$ cat src/hdl/b64d_pkg.sv
// Shared types, codes and the alphabet lookup for the streaming base64 decoder.
// No dependencies; used by every module under hdl/.

package b64d_pkg;

	// Reset value of the padding character register ('=')
	localparam logic [7:0] PAD_RESET = 8'h3d;

	// Result status codes
	typedef enum logic [2:0] {
		ST_OK          = 3'd0,
		ST_INVALID     = 3'd1,
		ST_MISPLACED   = 3'd2,
		ST_DATA_AFTER  = 3'd3,
		ST_TRUNCATED   = 3'd4,
		ST_AFTER_GROUP = 3'd5
	} status_t;

	// Decoder stream state
	typedef struct packed {
		logic [1:0]  pos;     // index of next character within its group
		logic [17:0] gbits;   // sixtets gathered so far, newest lowest
		logic [1:0]  pads;    // padding characters seen in the group
		logic        pdone;   // a padded group has finished
		logic        failed;  // error reported, drop until end mark
	} dec_state_t;

	// Results caused by one character: up to three bytes
	typedef struct packed {
		logic        eos;     // final result closes the stream
		status_t     status;  // shared by all results of the group
		logic [1:0]  cnt;     // number of results, 0..3
		logic [23:0] bytes;   // first result in the top byte
	} res_grp_t;

	// Alphabet lookup: {valid, sixtet}
	function automatic logic [6:0] to_sixtet(input logic [7:0] c);
		logic [6:0] r;
		r = 7'd0;
		if (c inside {[8'h41:8'h5a]}) begin
			r = {1'b1, 6'(c - 8'h41)};
		end else if (c inside {[8'h61:8'h7a]}) begin
			r = {1'b1, 6'(c - 8'h61 + 8'd26)};
		end else if (c inside {[8'h30:8'h39]}) begin
			r = {1'b1, 6'(c - 8'h30 + 8'd52)};
		end else if (c == 8'h2b) begin
			r = {1'b1, 6'd62};
		end else if (c == 8'h2f) begin
			r = {1'b1, 6'd63};
		end
		return r;
	endfunction

endpackage

$ cat src/hdl/b64d_step.sv
// Per-character decode step: stream state registers and the result group
// one character causes. Depends on b64d_pkg.

module b64d_step (
	input  logic                  clk,
	input  logic                  arst_n,
	input  logic [7:0]            pad_char,
	input  logic [7:0]            char_in,
	input  logic                  last_char,
	input  logic                  adv,
	output b64d_pkg::res_grp_t    grp
);

	b64d_pkg::dec_state_t st_q;
	b64d_pkg::dec_state_t st_d;

	logic [6:0]  sx;
	logic [5:0]  s;
	logic        valid;
	logic        is_pad;
	logic        pad_en;
	logic [17:0] gb_sh;
	logic [17:0] gb_ins;
	logic [17:0] gb_new;
	logic [1:0]  pads_n;
	logic        err;
	logic        part;
	b64d_pkg::status_t code;

	assign sx     = b64d_pkg::to_sixtet(char_in);
	assign valid  = sx[6];
	assign s      = sx[5:0];
	assign pad_en = pad_char != 8'd0;
	assign is_pad = pad_en && (char_in == pad_char);
	assign gb_sh  = {st_q.gbits[11:0], 6'd0};
	assign gb_ins = {st_q.gbits[11:0], s};

	// Next state and result group
	always_comb begin
		st_d   = st_q;
		grp    = '0;
		grp.status = b64d_pkg::ST_OK;
		err    = 1'b0;
		part   = 1'b0;
		code   = b64d_pkg::ST_OK;
		gb_new = gb_ins;
		pads_n = st_q.pads;
		if (st_q.failed) begin
			if (last_char) begin
				st_d = '0;
			end
		end else if (st_q.pdone) begin
			err  = 1'b1;
			code = b64d_pkg::ST_AFTER_GROUP;
		end else begin
			case (st_q.pos)
				2'd0, 2'd1: begin
					if (!valid) begin
						err  = 1'b1;
						code = is_pad ? b64d_pkg::ST_MISPLACED : b64d_pkg::ST_INVALID;
					end else begin
						st_d.gbits = gb_ins;
						part = 1'b1;
					end
				end
				2'd2: begin
					if (is_pad) begin
						gb_new     = gb_sh;
						st_d.gbits = gb_sh;
						st_d.pads  = 2'd1;
						part = 1'b1;
					end else if (valid) begin
						st_d.gbits = gb_ins;
						part = 1'b1;
					end else begin
						err  = 1'b1;
						code = b64d_pkg::ST_INVALID;
					end
				end
				default: begin
					// fourth character closes the group
					if (is_pad) begin
						pads_n = st_q.pads + 2'd1;
					end else if (st_q.pads != 2'd0) begin
						err  = 1'b1;
						code = b64d_pkg::ST_DATA_AFTER;
					end else if (!valid) begin
						err  = 1'b1;
						code = b64d_pkg::ST_INVALID;
					end
					if (!err) begin
						grp.cnt   = 2'd3 - pads_n;
						grp.bytes = {st_q.gbits, is_pad ? 6'd0 : s};
						grp.eos   = last_char;
						st_d       = '0;
						st_d.pdone = (pads_n != 2'd0) && !last_char;
					end
				end
			endcase
			// end mark inside a group
			if (part) begin
				st_d.pos = st_q.pos + 2'd1;
				if (last_char) begin
					st_d = '0;
					if (pad_en || st_q.pos == 2'd0) begin
						err  = 1'b1;
						code = b64d_pkg::ST_TRUNCATED;
					end else if (st_q.pos == 2'd1) begin
						grp.cnt   = 2'd1;
						grp.bytes = {gb_new[11:4], 16'd0};
						grp.eos   = 1'b1;
					end else begin
						grp.cnt   = 2'd2;
						grp.bytes = {gb_new[17:10], gb_new[9:2], 8'd0};
						grp.eos   = 1'b1;
					end
				end
			end
		end
		// single error result, then drop until end mark
		if (err) begin
			grp.cnt    = 2'd1;
			grp.bytes  = '0;
			grp.status = code;
			grp.eos    = last_char;
			st_d        = '0;
			st_d.failed = !last_char;
		end
	end

	// State register
	always_ff @(posedge clk or negedge arst_n) begin
		if (!arst_n) begin
			st_q <= '0;
		end else if (adv) begin
			st_q <= st_d;
		end
	end

endmodule

$ cat src/hdl/b64d_emit.sv
// Result register: holds one result group and hands it out one byte per
// transfer. Depends on b64d_pkg.

module b64d_emit (
	input  logic                  clk,
	input  logic                  arst_n,
	input  logic                  load,
	input  b64d_pkg::res_grp_t    grp_in,
	output logic                  free,
	output logic                  m_axis_tvalid,
	input  logic                  m_axis_tready,
	output logic [7:0]            m_axis_tdata,
	output logic [3:0]            m_axis_tuser,
	output logic                  m_axis_tlast
);

	b64d_pkg::res_grp_t grp_q;
	logic               vld_q;
	logic [1:0]         idx_q;
	logic               take;
	logic               fin;

	assign fin  = idx_q == (grp_q.cnt - 2'd1);
	assign take = vld_q && m_axis_tready;
	assign free = !vld_q || (take && fin);

	// Byte select for the current result
	always_comb begin
		case (idx_q)
			2'd0:    m_axis_tdata = grp_q.bytes[23:16];
			2'd1:    m_axis_tdata = grp_q.bytes[15:8];
			default: m_axis_tdata = grp_q.bytes[7:0];
		endcase
	end

	assign m_axis_tvalid = vld_q;
	assign m_axis_tlast  = fin;
	assign m_axis_tuser  = {fin && grp_q.eos, grp_q.status};

	// Control: valid flag and result index
	always_ff @(posedge clk or negedge arst_n) begin
		if (!arst_n) begin
			vld_q <= 1'b0;
			idx_q <= 2'd0;
		end else if (load) begin
			vld_q <= 1'b1;
			idx_q <= 2'd0;
		end else if (take) begin
			if (fin) begin
				vld_q <= 1'b0;
			end
			idx_q <= idx_q + 2'd1;
		end
	end

	// Payload
	always_ff @(posedge clk) begin
		if (load) begin
			grp_q <= grp_in;
		end
	end

endmodule

$ cat src/hdl/base64_stream_decoder.sv
// Top level of the streaming base64 decoder: input stage, decode step and
// result register. Depends on b64d_pkg, b64d_step and b64d_emit.
//
//  channel   dir  tdata                   tuser                        tlast
//  s_axis    in   [7:0] char_in           -                            last_char
//  m_axis    out  [7:0] data_byte         [2:0] status, [3] end_of_stream  last_of_run
//  pad_char  in   pad_char_wdata on pad_char_we (write only)
//
// A character passes the input register and the result register before its first
// result. The input register takes one character per cycle while the decode step
// advances; a character with three results holds the output for three transfers,
// so the sustained rate is set by the result register draining one byte per cycle
// while m_axis is ready. Characters with no result pass through without waiting
// on the output. Reset clears all stream state and sets the padding character to
// '='. Stalls on m_axis propagate back to s_axis tready through the input register.

module base64_stream_decoder (
	input  logic       clk,
	input  logic       arst_n,
	input  logic       pad_char_we,
	input  logic [7:0] pad_char_wdata,
	input  logic       s_axis_tvalid,
	output logic       s_axis_tready,
	input  logic [7:0] s_axis_tdata,   // [7:0] char_in
	input  logic       s_axis_tlast,
	output logic       m_axis_tvalid,
	input  logic       m_axis_tready,
	output logic [7:0] m_axis_tdata,   // [7:0] data_byte
	output logic [3:0] m_axis_tuser,   // [2:0] status, [3] end_of_stream
	output logic       m_axis_tlast
);

	logic [7:0]         pad_char_q;
	logic               valid_s1;
	logic [7:0]         char_s1;
	logic               last_s1;
	logic               adv;
	logic               free;
	b64d_pkg::res_grp_t grp;

	// Padding character register
	always_ff @(posedge clk or negedge arst_n) begin
		if (!arst_n) begin
			pad_char_q <= b64d_pkg::PAD_RESET;
		end else if (pad_char_we) begin
			pad_char_q <= pad_char_wdata;
		end
	end

	// Input stage
	assign adv           = valid_s1 && (grp.cnt == 2'd0 || free);
	assign s_axis_tready = !valid_s1 || adv;

	always_ff @(posedge clk or negedge arst_n) begin
		if (!arst_n) begin
			valid_s1 <= 1'b0;
		end else if (s_axis_tready) begin
			valid_s1 <= s_axis_tvalid;
		end
	end

	always_ff @(posedge clk) begin
		if (s_axis_tready && s_axis_tvalid) begin
			char_s1 <= s_axis_tdata;
			last_s1 <= s_axis_tlast;
		end
	end

	b64d_step u_step (
		.clk       (clk),
		.arst_n    (arst_n),
		.pad_char  (pad_char_q),
		.char_in   (char_s1),
		.last_char (last_s1),
		.adv       (adv),
		.grp       (grp)
	);

	b64d_emit u_emit (
		.clk           (clk),
		.arst_n        (arst_n),
		.load          (adv && grp.cnt != 2'd0),
		.grp_in        (grp),
		.free          (free),
		.m_axis_tvalid (m_axis_tvalid),
		.m_axis_tready (m_axis_tready),
		.m_axis_tdata  (m_axis_tdata),
		.m_axis_tuser  (m_axis_tuser),
		.m_axis_tlast  (m_axis_tlast)
	);

	// Error results are single, zero-data and close their run
	a_err_single: assert property (@(posedge clk) disable iff (!arst_n)
		m_axis_tvalid && m_axis_tuser[2:0] != b64d_pkg::ST_OK
		|-> m_axis_tlast && m_axis_tdata == 8'd0)
		else $error("error result not a single zero byte");

	// End of stream only on the final result of a run
	a_eos_last: assert property (@(posedge clk) disable iff (!arst_n)
		m_axis_tvalid && m_axis_tuser[3] |-> m_axis_tlast)
		else $error("end_of_stream without last_of_run");

	// Status stays within the defined codes
	a_status_rng: assert property (@(posedge clk) disable iff (!arst_n)
		m_axis_tvalid |-> m_axis_tuser[2:0] <= b64d_pkg::ST_AFTER_GROUP)
		else $error("undefined status code");

	// Input stalls only while the input stage holds a character
	a_stall_cause: assert property (@(posedge clk) disable iff (!arst_n)
		!s_axis_tready |-> valid_s1 && m_axis_tvalid)
		else $error("input stalled with nothing pending");

endmodule
$ cat config.mk
export PLATFORM = sky130hd
export DESIGN_NAME = base64_stream_decoder
export DESIGN_NICKNAME = d
export VERILOG_FILES = /design/src/hdl/b64d_pkg.sv /design/src/hdl/b64d_step.sv /design/src/hdl/b64d_emit.sv /design/src/hdl/base64_stream_decoder.sv
export SDC_FILE = /design/constraint.sdc
export NUM_CORES = 1
export LEC_CHECK = 0
export BUFFER_PORTS_ARGS = -buffer_cell sky130_fd_sc_hd__buf_2
export CAP_MARGIN = 0
export CORE_MARGIN = 5
export CORE_UTILIZATION = 45
export CTS_CLUSTER_SIZE = 16
export DETAILED_ROUTE_END_ITERATION = 8
export GPL_ROUTABILITY_DRIVEN = 0
export GPL_TIMING_DRIVEN = 0
export PLACE_DENSITY = 0.59
export SLEW_MARGIN = 30
export SYNTH_ARGS = -nofsm -noshare
export SYNTH_HDL_FRONTEND = slang
export SYNTH_SLANG_ARGS = --single-unit
$ cat constraint.sdc
create_clock -name clk -period 3.8 [get_ports clk]
set_input_delay 0.76 -clock clk [delete_from_list [all_inputs] [get_ports clk]]
set_output_delay 0.76 -clock clk [all_outputs]
set_load 0.1 [all_outputs]
Word-level counts from Yosys, hierarchy flattened
Index checks and enable logic that the tools add are counted.

Muxes and demuxes: 78. Bitwise gates (word level): 1. Reduce and logical (&&, ||, !) cells: 36. Magnitude comparators: 6. Eq/ne operators: 11. $add $sub $neg: 10.

Operator list (count): $mux 26 (8); $mux 24 (7); $mux 18 (2); $pmux 18 s2 (1); $mux 7 (5); $mux 30 (1); $mux 1 (28); $mux 2 (11); $mux 3 (7); $mux 6 (3); $eq 8x6->1 const B (2); $ge 8x7->1 const B (2); $le 8x7->1 const B (2); $pmux 8 s2 (1); $sub 6x6->6 const B (2); $logic_and 1x1->1 (11); $reduce_bool 2->1 (5); $reduce_or 3->1 (3); $eq 8x8->1 (1); $ge 8x6->1 const B (1); $le 8x6->1 const B (1); $reduce_bool 8->1 (1); $add 2x1->2 const B (3); $add 6x5->6 const B (1); 21 further kinds (33).

Word-level logic and storage cells: 158. Flip-flop bits (word level): 75. Input port bits: 22. Output and inout port bits: 15.

Depth between registers and ports, before layout
Gate-level depths: netlist of the first run.

Depth after elaboration: 26. Mapped depth: 13. Depth with buffers taken out: 10.

Modules after synthesis
A second synthesis of the first run with hierarchy kept.

Cell total of the unflattened synthesis: 407. Area, all modules: 4357.9 um2.

Modules (own cells, without submodules): b64d_step (cells each 291, area an instance 2419.8 um2, sequential area each 600.6 um2, times used 1); b64d_emit (cells each 83, area an instance 1260.0 um2, sequential area each 975.9 um2, times used 1); base64_stream_decoder (cells each 33, area an instance 678.2 um2, sequential area each 501.7 um2, times used 1).

Worst setup path after synthesis of the first run
Ideal clock, no wire load.

Path kind: register -> register. From: register u_emit.idx_q[1]. To: register char_s1[0] (enable). Library setup time: 0.338 ns. Stages on the path, launching flop included: 6. Setup slack: -0.262 ns. Buffers on the path: 0. Data arrival time: 3.724 ns. Data required time: 3.462 ns. Period minus slack after synthesis: 4.062 ns. Path through: dfrtp_1 xnor2_1 mux2i_1 nand2_1 nand3_1 and2_1.

Word-level cells in the longest chain between the ends: 7.

RTL lines: start, declared (line b64d_emit.sv:19) `logic [1:0] idx_q;`; start signal, assigned (line b64d_emit.sv:52) `idx_q <= idx_q + 2'd1;`; $eq 2x2->1 (line b64d_emit.sv:23) `assign fin = idx_q == (grp_q.cnt - 2'd1);`; net m_axis_tlast (line base64_stream_decoder.sv:30) `output logic m_axis_tlast`; $logic_and 1x1->1 (line b64d_emit.sv:25) `assign free = !vld_q || (take && fin);`; $logic_or 1x1->1 (line b64d_emit.sv:25); $logic_or 1x1->1 (line base64_stream_decoder.sv:51) `assign adv = valid_s1 && (grp.cnt == 2'd0 || free);`; $logic_and 1x1->1 (line base64_stream_decoder.sv:51); $logic_or 1x1->1 (line base64_stream_decoder.sv:52) `assign s_axis_tready = !valid_s1 || adv;`; net s_axis_tready (line base64_stream_decoder.sv:23) `output logic s_axis_tready,`; $logic_and 1x1->1 (line base64_stream_decoder.sv:63) `if (s_axis_tready && s_axis_tvalid) begin`; end signal, assigned (line base64_stream_decoder.sv:64) `char_s1 <= s_axis_tdata;`; end, declared (line base64_stream_decoder.sv:35) `logic [7:0] char_s1;`.

The timed path passes the listed nets, and every way through them passes these cells. A chain may end at the register's enable or synchronous reset.

Final worst setup path of the first run
From: register char_s1[1]. To: output s_axis_tready.

Word-level cells in the longest chain between the ends: 24. Elaborated cells between the ends (all ways): 53. Classes of those cells: add/sub: 1; order compare: 6; eq/ne: 3; mux: 35; reduce/logical: 8.

RTL lines: parallel branches: the longest is 19 deep, another holds $ge 8x6->1; $mux 30 (*) (line b64d_step.sv:121) `if (err) begin`; $logic_not 2->1 (*) (line base64_stream_decoder.sv:51); $logic_or 1x1->1 (*) (line base64_stream_decoder.sv:51); $logic_and 1x1->1 (*) (line base64_stream_decoder.sv:51); $logic_or 1x1->1 (*) (line base64_stream_decoder.sv:52); end, declared (line base64_stream_decoder.sv:23).

Every way passes the cells marked *. The select of a mux whose other input is x is not followed.

==> results of run 1 <==
kinds of logic after synthesis:
logic type | synth area share [%]
and+or+nand+nor | 17.4
AOI/OAI and AO/OA | 17.3
DFF | 48.0
buffers and inverters | 4.28
muxes | 5.20
xor gates and xnor gates | 3.24
adders and majority gates | 4.63
worst min-delay path by stage:
stage                                        endpoint  slack [ps]
after global placement    u_step.st_q[20]$_DFFE_PN0P_         490
after detailed placement  u_step.st_q[20]$_DFFE_PN0P_         500
after floorplan             pad_char_q[1]$_DFFE_PN0P_         460
after global routing      u_step.st_q[20]$_DFFE_PN0P_         520
final                     u_step.st_q[19]$_DFFE_PN0P_         510
after CTS                 u_step.st_q[20]$_DFFE_PN0P_         510
worst max-delay path, delay by kind of cell (launching register included):
family	cells	cell delay, ps
AO/OA/AOI/OAI	2	270
buffers and inverters	2	390
XOR/XNOR	1	200
multiplexers	1	300
flip-flops	1	410
adder cells (fa/ha/maj)	1	300
AND/OR/NAND/NOR	4	710
placed cells by master, fill, tap and decap left out, types with 7 or more instances in the layout:
master / n
sky130_fd_sc_hd__a21oi_1: 8
sky130_fd_sc_hd__a22o_1: 14
sky130_fd_sc_hd__a22oi_1: 17
sky130_fd_sc_hd__and2_1: 9
sky130_fd_sc_hd__buf_2: 37
sky130_fd_sc_hd__buf_4: 19
sky130_fd_sc_hd__clkbuf_1: 10
sky130_fd_sc_hd__clkbuf_8: 10
sky130_fd_sc_hd__dfrtp_1: 31
sky130_fd_sc_hd__edfxtp_1: 39
sky130_fd_sc_hd__ha_1: 14
sky130_fd_sc_hd__inv_1: 19
sky130_fd_sc_hd__mux2_2: 12
sky130_fd_sc_hd__mux2i_1: 8
sky130_fd_sc_hd__nand2_1: 49
sky130_fd_sc_hd__nand3_1: 10
sky130_fd_sc_hd__nor2_1: 21
sky130_fd_sc_hd__nor3_1: 17
sky130_fd_sc_hd__o21ai_0: 8
sky130_fd_sc_hd__o21ai_1: 7
sky130_fd_sc_hd__xor2_1: 10
per-stage QoR:
| step | util (%) | std cells | setup WS (ps) | hold WS, ps | TNS (ps) |
|---|---|---|---|---|---|
| after floorplan | - | 412 | 225 | 464 | 0 |
| after global placement | 50.1 | 576 | -665 | 488 | -21420 |
| after detailed placement | 50.1 | 576 | -431 | 495 | -11130 |
| after CTS | 53.4 | 601 | 31.3 | 512 | 0 |
| after global routing | 54.7 | 607 | -24.5 | 519 | -24.5 |
| final | 54.7 | 607 | 121 | 508 | 0 |
metal layers:
| layer | vias to the layer above | part of all wire (%) |
|---|---|---|
| met5 | - | 0 |
| met4 | 0 | 1.4 |
| met3 | 14 | 4.3 |
| met2 | 105 | 48 |
| met1 | 1629 | 46 |
| li1 | 1654 | - |
state kept, by name, indices dropped and copies added, names as in the netlist:
register              count
last_s1                   1
u_emit.m_axis_tvalid      1
u_emit.m_axis_tuser       3
u_emit.grp_q             27
u_step.st_q              12
char_s1                   8
valid_s1                  1
u_emit.idx_q              2
pad_char_q                8
u_step.gb_ins            12
Yosys cell counts, types with 3 or more instances:
library cell | count | area, um2
sky130_fd_sc_hd__o211ai_1 | 3 | 22.5
sky130_fd_sc_hd__o21ai_1 | 6 | 30.0
sky130_fd_sc_hd__a22oi_1 | 17 | 128
sky130_fd_sc_hd__dfstp_2 | 5 | 131
sky130_fd_sc_hd__mux2_2 | 12 | 135
sky130_fd_sc_hd__nor4_4 | 4 | 85.1
sky130_fd_sc_hd__a21oi_1 | 11 | 55.1
sky130_fd_sc_hd__o21ai_0 | 9 | 45.0
sky130_fd_sc_hd__buf_2 | 4 | 20.0
sky130_fd_sc_hd__xor2_1 | 10 | 87.6
sky130_fd_sc_hd__a31oi_1 | 3 | 18.8
sky130_fd_sc_hd__o31ai_1 | 5 | 37.5
sky130_fd_sc_hd__nor2b_1 | 4 | 25.0
sky130_fd_sc_hd__mux2i_1 | 9 | 90.1
sky130_fd_sc_hd__edfxtp_1 | 39 | 1170
sky130_fd_sc_hd__buf_4 | 4 | 30.0
sky130_fd_sc_hd__nand4_1 | 4 | 25.0
sky130_fd_sc_hd__nor2_1 | 22 | 82.6
sky130_fd_sc_hd__dfrtp_1 | 31 | 776
sky130_fd_sc_hd__and3_1 | 3 | 18.8
sky130_fd_sc_hd__nand3_1 | 12 | 60.1
sky130_fd_sc_hd__inv_1 | 20 | 75.1
sky130_fd_sc_hd__ha_1 | 16 | 200
sky130_fd_sc_hd__o2111ai_1 | 3 | 26.3
sky130_fd_sc_hd__a2bb2oi_1 | 3 | 26.3
sky130_fd_sc_hd__and2_1 | 10 | 62.6
sky130_fd_sc_hd__xnor2_1 | 6 | 52.6
sky130_fd_sc_hd__clkbuf_1 | 10 | 37.5
sky130_fd_sc_hd__o41ai_1 | 3 | 26.3
sky130_fd_sc_hd__nand2_1 | 50 | 188
sky130_fd_sc_hd__nand2b_1 | 4 | 25.0
sky130_fd_sc_hd__nor3_1 | 17 | 85.1
sky130_fd_sc_hd__a31o_2 | 3 | 26.3
sky130_fd_sc_hd__a22o_1 | 14 | 123
area by class of cell:
cell class,instances,share of cell area (%)
plain buffers,21,2.21
inverters,21,1.62
multi-input cells,295,43.0
well taps,129,3.16
clock inverters,5,0.588
clock buffers,11,2.77
repair buffers,50,5.93
flip-flops and latches,75,40.7
report_power, final:
group | switching (W) | internal [W]
registers | 0.0000880 | 0.00104
clock network | 0.000296 | 0.000252
logic | 0.00148 | 0.000505
total | 0.00186 | 0.00179
what timing repair did:
action,CTS,global route
setup buffers,9,6
endpoints found under the setup margin,52,1
gates resized for setup,15,14
hold endpoints to repair,0,0
pin swaps,4,6
==> qor.yml, run 1 <==
run_status: "complete, no violations"
fillers: 835
critPathMaxFanout: 8
dp_hpwl_um: 7410
timing.hold.worst.start: "u_step.st_q[19]$_DFFE_PN0P_"
clockRootBuffer: "sky130_fd_sc_hd__clkbuf_8"
area_of_the_die_um2: 11700
crit_required_ps: 3040
synthesized_instance_count: 412
netlist_area_um2: 4330
maximum_number_of_pins_on_one_net_before_global_route_repair: 37
final_layout_size_suffix_gt1_share_pct: 25.3
synthesis.nets: 450
crit_end: "s_axis_tready"
floorplan.initialDensity_pct: 46.4
buffer_ports.inserted: 35
drc: 0
critical_path.max_stage_delay_ps: 410
synth_top_flop_cell: "sky130_fd_sc_hd__edfxtp_1"
clock_sinks: 75
grt_pass1_vias: 3306
fmaxAchievable_mhz: 272
post_cts_hold_buffer_count: 0
place_area_um2: 4670
global_route.usage.total_pct: 18.4
ys_warns: 0
core-area_um2: 9330
placementRows: 35
async_sr_flop_fraction_pct: 48.0
groute.layer.met2.usage_pct: 30.1
die_h_um: 108
clock_insertion_delay_worst_skew_ps: 340
cts_tree: "done"
worstReg2RegStart: "char_s1[2]$_DFFE_PP_"
drt_iter0_markers: 179
route.final.wire_length_um: 10300
setup.worst_path.class: "flop to output pin"
tightestPinTransition_ps: 854
cts_htree_levels: 3
final-max-slew-violation-count: 0
power_w: 0.00366
grt_antenna_before_repair: 0
routed-via-count: 3402
insertedDiodeCount: 0
final_design_area_no_fill_um2: 5100
grt.met3_usage_pct: 2.57
startpoint_type: "flop"
crit_path_top_delay_cell: "sky130_fd_sc_hd__edfxtp_1"
cts_buffer_depth: 2
power_per_cell_area_nw_per_um2: 717
clk_pin_slew_worst_paths_ps: 80
area_growth_syn_to_layout_pct: 18.0
multi_input_area_um2: 2200
synth_cell_type_count: 63
setup_viol: 0
path_cells: "clkbuf_4 -> xor2_1 -> nor4_4 -> nand3_4 -> ha_4 -> nand2_1 -> mux2_2 -> a21oi_2 -> a21oi_2 -> nand3_2 -> buf_12"
startpoint: "char_s1[1]$_DFFE_PP_"
num-nets-final: 511
wire_per_inst_um: 16.9
r2r_setup_slack_ps: 480
cp-end-kind: "output pin"
ff_latch_area_um2: 2080
final.min_clock_period_ps: 3680
period_share_pct: 96.8
worst_r2r_path_depth: 11
max-vdd-ir-drop_mv: 0.469
tritoncts.num_buffers: 9
synth_enable_flop_cells: 39
reg2reg_to: "u_emit.grp_q[4]$_SDFFCE_PP0P_"
cpMostUsedCell: "sky130_fd_sc_hd__a21oi_2"
vias_per_cell: 5.60
synth-seq-cells: 75
clock-skew-final_ps: 13.6
timing.max_cap.violations: 0
grtUsageMet1_pct: 25.7
slew_headroom_pct: 43.0
finalHoldViolations: 0
seq_area_frac_synth_pct: 48.0
grt_pass1_wl_um: 17100
leakagePower_nw: 1.99
busiest_layer: "met2"
final_antenna_net_count: 0
grt_remaining_overflow: 0
drt_first_pass_iters: 5
dieWidth_um: 108
cp_data_arrival_time_ps: 2920
boundaryPins: 37
timing.hold.worst.class: "flop to flop"
hold_path_depth: 1
avgSynthCellArea_um2: 10.5
(Power assumes the default switching activity.)
==> run 2: changes to the inputs <==
Settings changed: ABC_AREA set to 1.
==> run 2 against run 1 <==
Against the previous run: worst hold slack worse by 160 ps; sequential share of layout area fell by 6.8 points; global-route usage is 3.4 points higher; wire length up 35%; sequential power is 8% higher; cell area up 20%; cell count increased by 43%; die area is 13% higher; flip-flop and latch count unchanged; synthesized cell count rose by 51%.
==> qor.yml, run 2 <==
path_cells: "buf_4 -> inv_4 -> ha_4 -> nand3_4 -> nor2_4 -> nor2_2 -> nand2_4 -> buf_12 -> nand3_4 -> nand2_4 -> nand2_2 -> nand2_4 -> nor2_2 -> nor2_2 -> nor2_4 -> or2_1 -> nand3b_1 -> buf_6 -> buf_12"
cp_data_arrival_time_ps: 2960  # +40 ps
swShare_pct: 53.6  # +2.7 points
slew_headroom_pct: 57.3  # +14 points
routed-via-count: 4671  # +37%
most_common_library_cell_in_the_layout_ignoring_fill_and_taps: "sky130_fd_sc_hd__nand2_1"
drt_iter0_markers: 503  # +180%
cts_buffer_depth: 2  # unchanged
buffer_ports.inserted: 36  # +2.9%
tritoncts.num_buffers: 9  # unchanged
regMostFlops: "u_emit.grp_q"
leakagePower_nw: 2.80  # +40%
die_h_um: 115  # +6.3%
crit_path_top_delay_cell: "sky130_fd_sc_hd__edfxtp_1"
clk_pin_slew_worst_paths_ps: 90  # about the same
power_per_cell_area_nw_per_um2: 693  # -3.2%
critical_path.max_stage_delay_ps: 410  # about the same
placementRows: 38  # +8.6%
final_antenna_net_count: 0  # unchanged
async_sr_flop_fraction_pct: 48.0  # unchanged
seq_area_frac_synth_pct: 42.0  # -6.0 points
cp-end-kind: "output pin"
final_util_pct: 56.7  # +2.0 points
synth.most_common_cell: "sky130_fd_sc_hd__nand2_1"
synthesis.nets: 661  # +47%
largest_register_ffs: 27  # unchanged
insertedDiodeCount: 0  # unchanged
dieWidth_um: 115  # +6.3%
synth_enable_flop_cells: 39  # unchanged
route.final.wire_length_um: 13800  # +35%
comb_power_share_pct: 57.3  # +3.0 points
synth_cell_type_count: 45  # -29%
cts_tree: "done"
num-nets-final: 759  # +49%
r2r_setup_slack_ps: 150  # -330 ps
timing.hold.worst.class: "input pin to async pin"
grt_remaining_overflow: 0  # unchanged
critical_path_cell_count: 19  # +8
grt_antenna_before_repair: 0  # unchanged
avgSynthCellArea_um2: 7.94  # -24%
core-area_um2: 10800  # +16%
netlist_area_um2: 4950  # +14%
critical_path.n_buffers_inverters: 5  # +3
setup_viol: 0  # unchanged
yosysTopAreaCell: "sky130_fd_sc_hd__edfxtp_1"
clock-skew-final_ps: 10.3  # -3.33 ps
yosys-top-cells-count: "sky130_fd_sc_hd__nand2_1 (176), sky130_fd_sc_hd__inv_1 (62), sky130_fd_sc_hd__nor2_1 (56)"
fillers: 979  # +17%
startpoint_type: "flop"
final.min_clock_period_ps: 3720  # +37.7 ps
area_growth_syn_to_layout_pct: 23.7
internal_power_w: 0.00197  # +9.7%
final-max-slew-violation-count: 0  # unchanged
synth-seq-cells: 75  # unchanged
vias_per_cell: 5.39  # -3.8%
setup.worst_path.class: "flop to output pin"
clock_sinks: 75  # unchanged
grt_pass1_vias: 4534  # +37%
final_design_area_no_fill_um2: 6120  # +20%
worst_r2r_path_depth: 27  # +16
max-vdd-ir-drop_mv: 0.739  # +57%
boundaryPins: 37  # unchanged
ys_warns: 0  # unchanged
synth_top_cells_by_area: "sky130_fd_sc_hd__edfxtp_1 (24%), sky130_fd_sc_hd__dfrtp_1 (16%), sky130_fd_sc_hd__nand2_1 (13%)"
synthesized_instance_count: 623  # +51%
worst_path_dominant_cell_family: "simple AND/OR/NAND/NOR gates"
period_share_pct: 97.8  # +0.99 points
timing.max_cap.violations: 0  # unchanged
wire_per_inst_um: 16.0  # -5.4%
final_layout_size_suffix_gt1_share_pct: 27.0  # +1.7 points
grt_setup_unrepaired: "true"
finalHoldViolations: 0  # unchanged
clockRootBuffer: "sky130_fd_sc_hd__clkbuf_8"
tightestPinTransition_ps: 640  # -215 ps
area_of_the_die_um2: 13200  # +13%
grt_pass1_wl_um: 22900  # +34%
run_status: "complete, no violations"
critPathMaxFanout: 4  # -4
global_route.usage.total_pct: 21.8  # +3.4 points
drt_first_pass_iters: 5  # unchanged
synth_top_area_share_pct: 23.7  # -3.4 points
place_area_um2: 5300  # +13%
clock_insertion_delay_worst_skew_ps: 370  # +30 ps
synth_top_flop_cell: "sky130_fd_sc_hd__edfxtp_1"
layout_common_cells: "sky130_fd_sc_hd__nand2_1 (168), sky130_fd_sc_hd__inv_1 (56), sky130_fd_sc_hd__buf_4 (55)"
crit_required_ps: 3040  # about the same
relative_contribution_of_sequential_cells_to_total_power_pct: 28.6  # -2.1 points
part_of_the_total_power_dissipated_in_the_clock_network_pct: 14.1  # -0.9 points
drc: 0  # unchanged
total_switching_power_w: 0.00228  # +22%
dp_hpwl_um: 9880  # +33%
cts_htree_levels: 3  # unchanged
post_cts_hold_buffer_count: 0  # unchanged
maximum_number_of_pins_on_one_net_before_global_route_repair: 37  # unchanged
fmaxAchievable_mhz: 269  # -1.0%
floorplan.initialDensity_pct: 45.8  # -0.56 points
==> run 2: cell count changes after synthesis, sizes merged, moves of 14 or more <==
cell and delta:
nand2 +139, inv +49, nor2 +43, o21ai +29, nand4 +27, nand3 +18, a22o -14
==> run 2: cell type report <==
type                            count  area, um2  area share [%]
Buffer                             25        151            2.47
Clock buffer                        9        124            2.02
Multi-Input combinational cell    452       2640            43.1
Tap cell                          140        175            2.86
Clock inverter                      7       70.1            1.14
Timing Repair Buffer               87        601            9.81
Sequential cell                    75       2080            34.0
Inverter                           71        282            4.60
==> run 2: layer usage <==
| layer | part of all wire (%) | vias to the layer above | track usage [%] | wire [um] |
|---|---|---|---|---|
| met5 | 0 | - | 0 | 0 |
| met3 | 5.2 | 33 | 3.63 | 722 |
| met1 | 45 | 2186 | 30.6 | 6280 |
| li1 | - | 2282 | - | - |
| met4 | 2.0 | 0 | 6.65 | 277 |
| met2 | 47 | 170 | 34.8 | 6560 |
==> run 2: path summary, 6_finish.rpt <==
check                                              startpoint                                    to
worst max-delay path                     char_s1[0]$_DFFE_PP_                         s_axis_tready
worst min-delay path                                   arst_n             pad_char_q[7]$_DFFE_PN0P_
worst max register to register           char_s1[0]$_DFFE_PP_  u_emit.m_axis_tuser[1]$_SDFFCE_PP0P_
worst min register to register  u_step.gb_ins[14]$_DFFE_PN0P_         u_step.gb_ins[14]$_DFFE_PN0P_
max in group asynchronous                              arst_n             pad_char_q[0]$_DFFE_PN1P_
min in group clk                u_step.gb_ins[14]$_DFFE_PN0P_         u_step.gb_ins[14]$_DFFE_PN0P_
==> run 2: cell families after synthesis <==
group	share of synthesized area, %
AND/OR/NAND/NOR	32.9
buffers and inverters	8.19
AO/OA/AOI/OAI	11.0
flip-flops	42.0
adder cells (fa/ha/maj)	4.05
XOR/XNOR	1.42
multiplexers	0.455
==> run 2: power groups by stage <==
| stage | registers (W) | clock network (W) | logic, W |
|---|---|---|---|
| finish | 0.00121 | 0.000600 | 0.00243 |
| global route | 0.00123 | 0.000661 | 0.00260 |
| CTS | 0.00121 | 0.000617 | 0.00238 |
| detailed placement | 0.00124 | 0 | 0.00218 |
| global placement | 0.00124 | 0 | 0.00217 |
| floorplan | 0.00123 | 0 | 0.00173 |
==> run 2: metrics by stage <==
stage,total power [W],TNS [ps],instances,hold WS (ps),setup slack [ps]
2_1_floorplan,0.00296,0,623,442,56.8
5_1_grt,0.00450,-72.7,866,384,-68.8
6_report,0.00424,0,866,344,82.9
3_3_place_gp,0.00340,-4780,799,459,-212
4_1_cts,0.00421,0,861,489,13.0
3_5_place_dp,0.00342,-237,799,465,-237
==> run 2: timing repair <==
action	in CTS	in global routing
pin swaps	15	15
endpoints found under the setup margin	1	8
gates resized for setup	40	21
buffers inserted	46	5
gates cloned	0	0
==> run 3: changes to the inputs <==
Settings changed: SYNTH_HIERARCHICAL set to 1.
==> run 3 against run 2 <==
Against the previous run: combinational power fell by 26%; worst hold slack improved by 16 ps; fmax rose by 1.1%; count of clock-buffer cells in the layout did not move; die area fell by 4.4%; cell area fell by 6.1%; sequential share of layout area rose by 2.2 points; non-clock buffer count fell by 23; synthesized cell count fell by 1.9%; critical path type unchanged; critical endpoint unchanged; highest routed layer unchanged.
==> qor.yml, run 3 <==
run_status: "complete, no violations"
route.final.wire_length_um: 12500  # -9.4%
dieWidth_um: 112  # -2.2%
synth_top_cells_by_area: "sky130_fd_sc_hd__edfxtp_1 (25%), sky130_fd_sc_hd__dfrtp_1 (16%), sky130_fd_sc_hd__nand2_1 (14%)"
leakagePower_nw: 2.63  # -6.0%
drc: 0  # unchanged
area_growth_syn_to_layout_pct: 22.0
num-nets-final: 727  # -4.2%
clock-skew-final_ps: 17.8  # +7.58 ps
final-max-slew-violation-count: 0  # unchanged
drt_first_pass_iters: 5  # unchanged
largest_register_ffs: 27  # unchanged
hold-worst-slack_ps: 360  # +15.6 ps
drt_iter0_markers: 439  # -13%
power_per_cell_area_nw_per_um2: 603  # -13%
synthesized_instance_count: 611  # -1.9%
tightestPinTransition_ps: 678  # +37.9 ps
synth_enable_flop_cells: 39  # unchanged
timing.max_cap.violations: 0  # unchanged
layout_common_cells: "sky130_fd_sc_hd__nand2_1 (164), sky130_fd_sc_hd__inv_1 (62), sky130_fd_sc_hd__nor2_1 (57)"
core-area_um2: 10300  # -4.8%
async_sr_flop_fraction_pct: 48.0  # unchanged
grt_remaining_overflow: 0  # unchanged
setup_viol: 0  # unchanged
max-vdd-ir-drop_mv: 0.610  # -17%
netlist_area_um2: 4710  # -4.8%
slew_headroom_pct: 54.8  # -2.5 points
maximum_number_of_pins_on_one_net_before_global_route_repair: 37  # unchanged
area_of_the_die_um2: 12600  # -4.4%
fmaxAchievable_mhz: 272  # +1.1%
power_w: 0.00347  # -18%
crit_required_ps: 3040  # about the same
yosysTopAreaCell: "sky130_fd_sc_hd__edfxtp_1"
worst_slack_ps: 122  # +39.2 ps
cts_tree: "done"
post-place-cells: 783  # -2.0%
synth-seq-cells: 75  # unchanged
final.min_clock_period_ps: 3680  # -39.2 ps
synth_top_flop_cell: "sky130_fd_sc_hd__edfxtp_1"
cts_buffer_depth: 2  # unchanged
wire_per_inst_um: 15.1  # -5.4%
timing.hold.worst.class: "input pin to async pin"
routed-via-count: 4319  # -7.5%
vias_per_cell: 5.20  # -3.5%
final_cell_count_no_fill: 830  # -4.2%
worst_r2r_path_depth: 27  # unchanged
synth.most_common_cell: "sky130_fd_sc_hd__nand2_1"
regMostFlops: "u_emit/grp_q"
final_layout_size_suffix_gt1_share_pct: 26.1  # -0.92 points
synth_cell_type_count: 38  # -16%
seq_area_frac_synth_pct: 44.1  # +2.1 points
die_h_um: 112  # -2.2%
floorplan.initialDensity_pct: 45.8  # about the same
cts_htree_levels: 3  # unchanged
clk_pin_slew_worst_paths_ps: 100  # about the same
most_common_library_cell_in_the_layout_ignoring_fill_and_taps: "sky130_fd_sc_hd__nand2_1"
clock_insertion_delay_worst_skew_ps: 370  # about the same
cp-end-kind: "output pin"
yosys-top-cells-count: "sky130_fd_sc_hd__nand2_1 (177), sky130_fd_sc_hd__inv_1 (70), sky130_fd_sc_hd__nor2_1 (64)"
grt_pass1_wl_um: 20200  # -12%
dp_hpwl_um: 8720  # -12%
ys_warns: 6  # +6
insertedDiodeCount: 0  # unchanged
placement.setup.worst_slack_ps: -888  # -650 ps
final_antenna_net_count: 0  # unchanged
boundaryPins: 37  # unchanged
critPathMaxFanout: 6  # +2
buffer_ports.inserted: 36  # unchanged
placementRows: 37  # -2.6%
period_share_pct: 96.8  # -1.0 points
synth_top_area_share_pct: 24.9  # +1.2 points
tritoncts.num_buffers: 9  # unchanged
finalHoldViolations: 0  # unchanged
clock_sinks: 75  # unchanged
cp_data_arrival_time_ps: 2920  # -40 ps
startpoint_type: "flop"
grt_antenna_before_repair: 0  # unchanged
post_cts_hold_buffer_count: 0  # unchanged
grt_pass1_vias: 4065  # -10%
setup.worst_path.class: "flop to output pin"
clockRootBuffer: "sky130_fd_sc_hd__clkbuf_8"
synthesis.nets: 649  # -1.8%
global_route.usage.total_pct: 19.8  # -2.0 points
avgSynthCellArea_um2: 7.71  # -3.0%
==> run 3: changes by cell type after synthesis, moves of 6 or more <==
cell and delta:
sky130_fd_sc_hd__nand4_1 -24, sky130_fd_sc_hd__nand3_1 +19, sky130_fd_sc_hd__inv_1 +8, sky130_fd_sc_hd__a21oi_1 -7
sky130_fd_sc_hd__clkbuf_1 -7, sky130_fd_sc_hd__nor2_1 +8, sky130_fd_sc_hd__o21ai_1 +9, sky130_fd_sc_hd__nor3_1 -11
sky130_fd_sc_hd__nand2_4 -10, sky130_fd_sc_hd__nand2_2 +6
==> run 3: cell type report <==
type                    instances  area [um2]
inverters                      78         313
flip-flops and latches         75        2080
repair buffers                 68         442
fillers                       966        4530
well taps                     136         170
clock buffers                   9         124
plain buffers                  21         150
multi-input cells             436        2410
clock inverters                 7        57.6
==> run 3: cells by family after synthesis <==
| group | after synthesis | share of synthesized area (%) |
|---|---|---|
| xor gates and xnor gates | 12 | 2.23 |
| adders and majority gates | 16 | 4.25 |
| AOI/OAI and AO/OA | 94 | 11.6 |
| and+or+nand+nor | 314 | 28.7 |
| DFF | 75 | 44.1 |
| buffers and inverters | 100 | 9.01 |
==> run 3: path summary, 6_finish.rpt <==
kind | end | from | slack (ps)
max in group asynchronous | pad_char_q[4]$_DFFE_PN1P_ | arst_n | 3050
min reg2reg | pad_char_q[5]$_DFFE_PN1P_ | pad_char_q[5]$_DFFE_PN1P_ | 500
max reg2reg | u_step/gb_ins[14]$_DFFE_PN0P_ | char_s1[2]$_DFFE_PP_ | 270
max | s_axis_tready | char_s1[2]$_DFFE_PP_ | 120
min in group clk | pad_char_q[5]$_DFFE_PN1P_ | pad_char_q[5]$_DFFE_PN1P_ | 500
min | u_step/gb_ins[9]$_DFFE_PN0P_ | arst_n | 360
==> run 3: routing by layer <==
layer / up-vias / part of all wire (%) / wire (um) / GRT usage, %
li1: 2146 / - / - / -
met2: 155 / 44 / 5510 / 30.0
met3: 16 / 6.2 / 783 / 4.10
met1: 2002 / 48 / 6050 / 28.5
met5: - / 0 / 0 / 0
met4: 0 / 1.5 / 191 / 6.41
==> run 3: worst max-delay path, stage by stage (launching register included) <==
cell	delay [ps]
sky130_fd_sc_hd__edfxtp_1	420
sky130_fd_sc_hd__buf_6	150
sky130_fd_sc_hd__inv_4	70
sky130_fd_sc_hd__ha_4	160
sky130_fd_sc_hd__nand2_2	70
sky130_fd_sc_hd__a21oi_2	160
sky130_fd_sc_hd__nand2_2	80
sky130_fd_sc_hd__nand2_4	110
sky130_fd_sc_hd__nand3_4	80
sky130_fd_sc_hd__nor2_4	170
sky130_fd_sc_hd__nand2_2	100
sky130_fd_sc_hd__nand4_1	140
sky130_fd_sc_hd__nand4_1	160
sky130_fd_sc_hd__buf_6	160
sky130_fd_sc_hd__nor2_4	100
sky130_fd_sc_hd__inv_1	50
sky130_fd_sc_hd__nand2_2	110
sky130_fd_sc_hd__nand3_4	90
sky130_fd_sc_hd__buf_12	170
==> run 3: power breakdown <==
| part | switching (W) | internal (W) | leakage, nW | total [W] |
|---|---|---|---|---|
| clock | 0.000351 | 0.000247 | 0.0886 | 0.000599 |
| combinational | 0.00137 | 0.000426 | 1.69 | 0.00179 |
| sequential | 0.0000759 | 0.000997 | 0.845 | 0.00107 |
==> run 3: repair_timing <==
action                     4_1_cts  5_1_grt
buffers inserted                16       16
resized for setup               33       46
setup endpoints to repair       67       24
pin swaps                        8       22
==> run 3: stage by stage <==
stage	instance area (um2)	utilization (%)	setup TNS, ps
finish	5740	55.9	0
global route	5740	55.9	-145
CTS	5460	53.2	0
detailed placement	5060	49.3	-35050
global placement	5060	49.3	-47500
floorplan	4710	-	0
